## config.mk

```make
export PLATFORM = sky130hd
export DESIGN_NAME = bir_lerp
export DESIGN_NICKNAME = d
export VERILOG_FILES = /design/src/rtl/bir_pkg.sv /design/src/rtl/bir_lerp.sv
export SDC_FILE = /design/constraint.sdc
export NUM_CORES = 1
export LEC_CHECK = 0
export BUFFER_PORTS_ARGS = -buffer_cell sky130_fd_sc_hd__buf_4
export CELL_PAD_IN_SITES_DETAIL_PLACEMENT = 1
export CELL_PAD_IN_SITES_GLOBAL_PLACEMENT = 1
export CORE_ASPECT_RATIO = 1.1
export CORE_UTILIZATION = 46
export DETAILED_ROUTE_END_ITERATION = 8
export PLACE_DENSITY_LB_ADDON = 0.1
export SKIP_LAST_GASP = 1
export SYNTH_ARGS = -nofsm -noshare
export SYNTH_HDL_FRONTEND = slang
export SYNTH_SLANG_ARGS = --single-unit
```

## constraint.sdc

```tcl
create_clock -name vclk -period 9.6
set_input_delay 1.92 -clock vclk [all_inputs]
set_output_delay 1.92 -clock vclk [all_outputs]
set_load 0.01 [all_outputs]
```

## src/rtl/bir_pkg.sv

```systemverilog
`default_nettype none
// ----------------------------------------------------------------------------
// bir_pkg - shared types and constants for the bilinear image resizer
// Pixel and channel layout, operation codes, register indexes and the
// fixed-point widths used along the coordinate path.
// ----------------------------------------------------------------------------
package bir_pkg;

  localparam int CH_W    = 8;             // bits per colour channel
  localparam int CH_NUM  = 4;             // channels per pixel
  localparam int PIX_W   = CH_W * CH_NUM;
  localparam int ONE_W   = CH_W + 1;      // width of the weight 256 - f
  localparam int LERP_W  = 2 * CH_W + 1;  // weighted sum of two channels

  typedef logic [PIX_W-1:0] pixel_t;
  typedef logic [CH_W-1:0]  frac_t;

  // input item fields
  localparam int WADDR_W = 16;
  localparam int DEST_W  = 12;

  // configuration fields
  localparam int SIZE_W  = 11;
  localparam int BASE_W  = 16;
  localparam int SCALE_W = 27;
  localparam int CFG_W   = 27;
  localparam int IDX_W   = 3;

  // 23.16 source position: destination times scale
  localparam int FRAC_W  = 16;
  localparam int POS_W   = DEST_W + SCALE_W;
  localparam logic [POS_W-1:0] HALF = POS_W'(32768);

  localparam logic OP_WRITE  = 1'b0;
  localparam logic OP_SAMPLE = 1'b1;

  localparam logic [IDX_W-1:0] REG_SRC_WIDTH  = 3'd0;
  localparam logic [IDX_W-1:0] REG_SRC_HEIGHT = 3'd1;
  localparam logic [IDX_W-1:0] REG_FRAME_BASE = 3'd2;
  localparam logic [IDX_W-1:0] REG_X_SCALE    = 3'd3;
  localparam logic [IDX_W-1:0] REG_Y_SCALE    = 3'd4;

endpackage
`default_nettype wire

```

## src/rtl/bir_lerp.sv

```systemverilog
`default_nettype none
// ----------------------------------------------------------------------------
// bir_lerp - four-channel linear blend of two pixels
// Each channel gives (a * (256 - f) + b * f) >> 8, floored.
// ----------------------------------------------------------------------------
module bir_lerp import bir_pkg::*; (
  input  pixel_t px_a,
  input  pixel_t px_b,
  input  frac_t  frac,
  output pixel_t px_out
);

  logic [ONE_W-1:0]  weight_a;
  logic [LERP_W-1:0] acc;

  assign weight_a = ONE_W'(1 << CH_W) - ONE_W'(frac);

  always_comb begin
    px_out = '0;
    acc    = '0;
    for (int c = 0; c < CH_NUM; c++) begin
      acc = LERP_W'(px_a[c*CH_W +: CH_W]) * LERP_W'(weight_a)
          + LERP_W'(px_b[c*CH_W +: CH_W]) * LERP_W'(frac);
      px_out[c*CH_W +: CH_W] = acc[CH_W +: CH_W];
    end
  end

endmodule
`default_nettype wire
```

==> metrics, run 1 <==
commonest non-fill, non-tap cell in the layout inv_1; clock buf count 0; Hold WC Path Type in -> out; DRC 0; cell count after placement 2580; Tmin final 9671 ps; Initial Util 46.82%; final setup vio count 7; Crit Path Max Fanout 8; Initial DRC Count 370; DR vias 13280; CORE AREA 37220 sq um; Slew Limit Fails 0; crit path capture type output port; failing checks negative setup slack; first-pass GRT wire length 76840 microns; ANT cells 0; fin cells 2633; Worst path top cell family by delay adder cells; initial antenna violation count 0; Yosys top cell area share 45.95%; register area 0 sq um; vias in the first global route 15550; post-synth cell types 46; Layout area overhead 19.06%; final hold violations 0; PnR worst setup slack -71.18 ps; synth warn 0; Die Width 187.6 microns; crit path buf inv count 9; HPWL Detailed 38560 microns; Design Area, Final 20750 sq um; Routed Antenna Nets 0; IO buf count 104; status complete, but fails checks; commonest non-fill, non-tap cells in the layout inv_1, fa_1, and2_1, ha_1, nand2_1; CP startpoint kind input port; post-synthesis sequential area ratio 0%; top post-synthesis cells by area fa_1, ha_1, inv_1; Die ar. 38670 sq um; Max Cap Viol 0; row count 74; # nets final 2854; fmax 103.4 MHz; largest net degree at the start of global routing 61; fillers 4312; Finished Core Util 55.74%; syn_area_per_cell 8.860 sq um; WL/cell 17.95 microns; DIE HEIGHT 206.1 microns; Vias/cell 5.045; routability cong. 0.8111; RSZ-0062 raised after global routing true; Data required, critical path 7680 ps; critical path arrival 7750 ps; Hold EP px_out[7]; cts hold-fix bufs 0; drt first pass iters 4; Mapped Cells 1967; drt total wl 47250 microns; hold wc startpoint px_a[7]; Seq cells 0; slowest stage delay, CP 520 ps; Synth Net Count 2680; Hold Crit Depth 5; total track usage 25.22%; Slowest cell on crit path fa_1; CP dominant cell by count fa_1; Final Cycle Share 100.7%; largest area contributor in the netlist fa_1; io pins 104; placed cell area 19400 sq um; worst slew pin tran 407.9 ps; Setup CP Type in -> out; relative slew slack 72.80%; fraction of layout cells with a size suffix above 1 18.33%; grt total ovfl 0; mapped cell area 17430 sq um
[logic make-up after synthesis]
kind of cell / share of synthesized area [%]
fa+ha+maj: 63.25
xor+xnor: 3.166
buf+inv: 13.29
compound gates: 2.886
simple gates: 17.40
[cell usage after synthesis (all sizes together)]
master  instances
nor4            1
inv           538
and2          318
nor3            4
buf            13
ha            241
fa            400
a21boi          1
and2b           1
a2111o          1
a21oi          19
or2             1
a211oi          2
clkbuf         63
nand4           4
a31oi           7
a21o           11
nor2            8
o31a            1
a221o           4
nand2         226
o21a            4
and4            3
o21ai          11
a41oi           1
a32oi           1
a221oi          2
nand2b          2
nand3           5
nor2b           1
and3            3
xor2           16
o211ai          2
o221ai          1
o211a           1
a22oi           1
o31ai           1
xnor2          47
a31o            1
[routing by layer]
layer	wire, microns	part of all wire, %	GRT usage, %	vias to the layer above
met5	0	0	0	-
li1	-	-	-	6029
met3	905	1.9	0.5943	68
met2	26580	56	50.15	191
met1	18630	39	30.17	6996
met4	1136	2.4	5.226	0
[worst min-delay path, delay by kind of cell]
kind | cells | cell delay (ps)
buffers and inverters | 2 | 270
and+or+nand+nor | 1 | 80
xor gates and xnor gates | 2 | 210
[layout make-up]
| class | instances | area (sq um) | share of cell area, % |
|---|---|---|---|
| multi-input cells | 1353 | 15860 | 76.44 |
| inverters | 538 | 2034 | 9.806 |
| repair buffers | 248 | 2235 | 10.77 |
| well taps | 494 | 618.1 | 2.979 |
[repair_timing]
| action | in CTS | in global routing |
|---|---|---|
| setup endpoints to repair | 25 | 29 |
| gates resized for setup | 96 | 109 |
| gates cloned | 1 | 1 |
| setup buffers | 33 | 23 |
| pin swaps | 104 | 135 |
[how the worst max path moves through the flow]
| stage | from | to | slack [ps] | cells after the start |
|---|---|---|---|---|
| final | frac[2] | px_out[6] | -70 | 25 |
| after global routing | frac[1] | px_out[29] | -280 | 26 |
| after CTS | frac[3] | px_out[29] | -70 | 24 |
| after detailed placement | frac[2] | px_out[30] | -390 | 24 |
| after global placement | frac[2] | px_out[6] | -280 | 23 |
| after floorplan | frac[2] | px_out[6] | -6 | 23 |
[metrics by stage]
step	hold WS (ps)	worst slack [ps]	setup TNS (ps)
detailed placement	4419	-388.5	-6046
global route	4433	-278.1	-4083
floorplan	4304	-5.575	-5.575
finish	4397	-71.18	-240.6
CTS	4410	-72.29	-303.5
global placement	4409	-277.5	-3642
Power of run 1 is left out: the tool's default activity adds up to more than one toggle a clock period on the data nets, which glitch-free logic cannot reach.
==> inputs of run 2 (changes only) <==
--- a/config.mk
+++ b/config.mk
@@ -9,8 +9,9 @@
 export CELL_PAD_IN_SITES_DETAIL_PLACEMENT = 1
 export CELL_PAD_IN_SITES_GLOBAL_PLACEMENT = 1
 export CORE_ASPECT_RATIO = 1.1
-export CORE_UTILIZATION = 46
+export CORE_UTILIZATION = 50
 export DETAILED_ROUTE_END_ITERATION = 8
+export MAX_ROUTING_LAYER = met4
 export PLACE_DENSITY_LB_ADDON = 0.1
 export SKIP_LAST_GASP = 1
 export SYNTH_ARGS = -nofsm -noshare
==> constraint.sdc (replaced) <==
create_clock -name vclk -period 9.7
set_input_delay 1.94 -clock vclk [all_inputs]
set_output_delay 1.94 -clock vclk [all_outputs]
set_load 0.01 [all_outputs]
==> metrics, run 2 (same netlist as run 1, synthesis figures left out) <==
Data required, critical path 7760 ps; worst slew pin tran 362.0 ps; Max Cap Viol 0; IO buf count 104; Initial Util 50.82%; DR vias 13400; total track usage 28.51%; HPWL Detailed 38940 microns; drt total wl 46900 microns; Multi-input gate area 15680 sq um; Tmin final 9726 ps; met3 Resource Use GR 1.968%; CORE AREA 34290 sq um; initial antenna violation count 1; io pins 104; crit path capture type output port; first-pass GRT wire length 77660 microns; grt total ovfl 0; clock buf count 0; cts hold-fix bufs 0; CP startpoint kind input port; crit path launch frac[2]; PnR worst setup slack -25.72 ps; failing checks negative setup slack; final hold violations 0; Finished Core Util 58.95%; Hold WC Path Type in -> out; drt first pass iters 4; Initial DRC Count 418; GR Util met1 31.53%; DIE HEIGHT 197.8 microns; busiest grt layer met2; fmax 102.8 MHz; commonest non-fill, non-tap cells in the layout inv_1, fa_1, and2_1, ha_1, nand2_1; critical path arrival 7790 ps; DRC 0; met2 Track Usage GR 54.71%; Setup CP Type in -> out; relative slew slack 75.87%; vias in the first global route 15790; status complete, but fails checks; final setup vio count 3; Final Cycle Share 100.3%; Slew Limit Fails 0; WL/cell 18.31 microns; # nets final 2837; row count 71; Routed Antenna Nets 0; RSZ-0062 raised after global routing true; fraction of layout cells with a size suffix above 1 16.45%; largest net degree at the start of global routing 61; register area 0 sq um; Vias/cell 5.234; Crit Path Max Fanout 8; commonest non-fill, non-tap cell in the layout inv_1; hold wc startpoint px_a[7]; Die Width 180 microns; Seq cells 0; routability cong. 0.8590; Die ar. 35600 sq um; Setup TNS -50.94 ps; Layout area overhead 16.00%; fillers 3994
[run 2: per-layer routing]
metal | up-vias | part of all wire [%]
met5 | - | 0
met4 | 0 | 3.1
met3 | 113 | 1.9
met2 | 238 | 56
met1 | 7065 | 39
li1 | 5988 | -
[run 2: path summary, 6_finish.rpt]
kind | cells past startpoint | slack (ps) | end
min | 5 | 4430 | px_out[7]
max | 26 | -30 | px_out[23]
[run 2: cell type report]
type                       instances  area share (%)
multi-input combinational       1353           77.57
tap                              438           2.711
timing repair buffer             231           9.692
inverter                         538           10.01
antenna                            1         0.01238
[run 2: repair_timing]
| item | in CTS | in global routing |
|---|---|---|
| pin swaps | 58 | 76 |
| setup buffers | 20 | 22 |
| gates resized for setup | 60 | 93 |
| endpoints found under the setup margin | 21 | 25 |
| cloned | 1 | 0 |
| hold endpoints to repair | 0 | 0 |
[run 2: per-stage QoR]
stage / std cells / cell area (sq um) / setup slack [ps] / hold slack [ps]
detailed placement: 2519 / 19270 / -367.6 / 4450
floorplan: 1967 / 17430 / 6.236 / 4344
finish: 2561 / 20220 / -25.72 / 4431
CTS: 2539 / 19740 / -72.46 / 4441
global route: 2561 / 20220 / -250.3 / 4467
global placement: 2519 / 19270 / -261.0 / 4442
[run 2: critical path, stage by stage]
cell	delay, ps
buf_8	100
nor2_4	150
nand3_4	110
nor2_4	160
xnor2_4	120
buf_6	170
buf_4	140
and2_4	150
fa_1	530
inv_1	60
fa_1	540
inv_2	40
fa_1	560
fa_1	440
fa_1	540
inv_2	40
fa_1	510
inv_2	50
ha_4	240
a21o_1	180
a21oi_2	130
o21ai_2	80
o31a_1	320
a21oi_2	190
xnor2_1	130
buf_4	140
==> inputs of run 3 (changes only) <==
==> constraint.sdc (replaced) <==
create_clock -name vclk -period 12
set_input_delay 2.4 -clock vclk [all_inputs]
set_output_delay 2.4 -clock vclk [all_outputs]
set_load 0.01 [all_outputs]
==> metrics, run 3 (same netlist as run 1, synthesis figures left out) <==
Post-CTS Setup Bufs 0; final hold violations 0; Initial Util 50.82%; Routed Antenna Nets 0; HPWL Detailed 35860 microns; stages on the worst setup path 22; WL/cell 17.27 microns; crit path capture type output port; ANT cells 0; DR vias 12650; cts hold-fix bufs 0; first-pass GRT wire length 72800 microns; fmax 86.37 MHz; Data required, critical path 9600 ps; register area 0 sq um; drt first pass iters 4; Slew Limit Fails 0; commonest non-fill, non-tap cell in the layout inv_1; initial antenna violation count 0; slowest stage delay, CP 940 ps; row count 71; clock buf count 0; largest net degree at the start of global routing 62; Vias/cell 5.159; Seq cells 0; IO buf count 104; status completed; Die Width 180 microns; Tmin final 11580 ps; Setup CP Type in -> out; crit path capture px_out[30]; # nets final 2729; cell count after placement 2452; Max Cap Viol 0; final hold slack 5382 ps; final setup vio count 0; Setup TNS 0 ps; worst slew pin tran 1243 ps; relative slew slack 16.73%; routability cong. 0.8287; DRC 0; vias in the first global route 14950; io pins 104; Initial DRC Count 361; CORE AREA 34290 sq um; DIE HEIGHT 197.8 microns; Die ar. 35600 sq um; Worst path top cell family by delay adder cells; grt total ovfl 0; Final Cycle Share 96.49%; total track usage 26.50%; critical path arrival 9180 ps; Slowest cell on crit path xnor2_2; drt total wl 42350 microns; crit path buf inv count 5; crit-path cells buf_4 > inv_1 > nand3_1 > nor2_1 > xnor2_2 > buf_4 > nand2_1 > fa_1 > fa_1 > fa_1 > inv_1 > fa_1 > fa_1 > fa_1 > ha_1 > o211ai_1 > nand2_1 > and3_1 > a221o_1 > a41oi_2 > xnor2_1 > buf_4; # resized after CTS 0; CP dominant cell by count fa_1; Hold WC Path Type in -> out; Crit Path Max Fanout 34; CP startpoint kind input port; commonest non-fill, non-tap cells in the layout inv_1, fa_1, and2_1, ha_1, nand2_1; fraction of layout cells with a size suffix above 1 7.100%; crit path launch frac[1]; Layout area overhead 7.173%; fin cells 2452; RSZ-0062 raised after global routing false
run 3: changes by cell type in the layout (fill, tap and decap cells not counted), moves of 12 or more:
| cell | before | now |
|---|---|---|
| ha_4 | 12 | 0 |
| buf_4 | 197 | 121 |
| buf_6 | 20 | 0 |
| inv_2 | 20 | 0 |
| fa_2 | 14 | 0 |
| fa_1 | 386 | 400 |
| ha_1 | 227 | 241 |
| inv_1 | 516 | 538 |
run 3: through the flow:
stage          cell area [sq um]  utilization, %  worst slack, ps
3_3_place_gp               18680           54.47            622.2
3_5_place_dp               18680           54.47            369.3
2_1_floorplan              17430               -             1300
4_1_cts                    18680           54.47            355.1
5_1_grt                    18680           54.47            1.038
6_report                   18680           54.47            421.7
run 3: cell type report:
| cell class | count | area (sq um) |
|---|---|---|
| fill | 4067 | 15610 |
| inverter | 538 | 2019 |
| timing repair buffer | 123 | 948.4 |
| multi-input combinational | 1353 | 15160 |
| tap | 438 | 548.0 |
run 3: layer usage:
layer / GRT usage (%) / share of wire [%]
met1: 30.20 / 40
met2: 51.66 / 56
met3: 0.5518 / 1.3
met4: 5.971 / 2.6
met5: - / 0
run 3: worst min-delay path by stage:
stage          depth (start not counted)      from    endpoint  slack (ps)
2_1_floorplan                          4   px_a[7]   px_out[7]        5260
3_3_place_gp                           5  px_a[15]  px_out[15]        5390
3_5_place_dp                           5  px_a[23]  px_out[23]        5390
4_1_cts                                5  px_a[23]  px_out[23]        5390
5_1_grt                                5  px_a[23]  px_out[23]        5430
6_report                               5  px_a[23]  px_out[23]        5380
Power of run 3 is left out for the same reason.
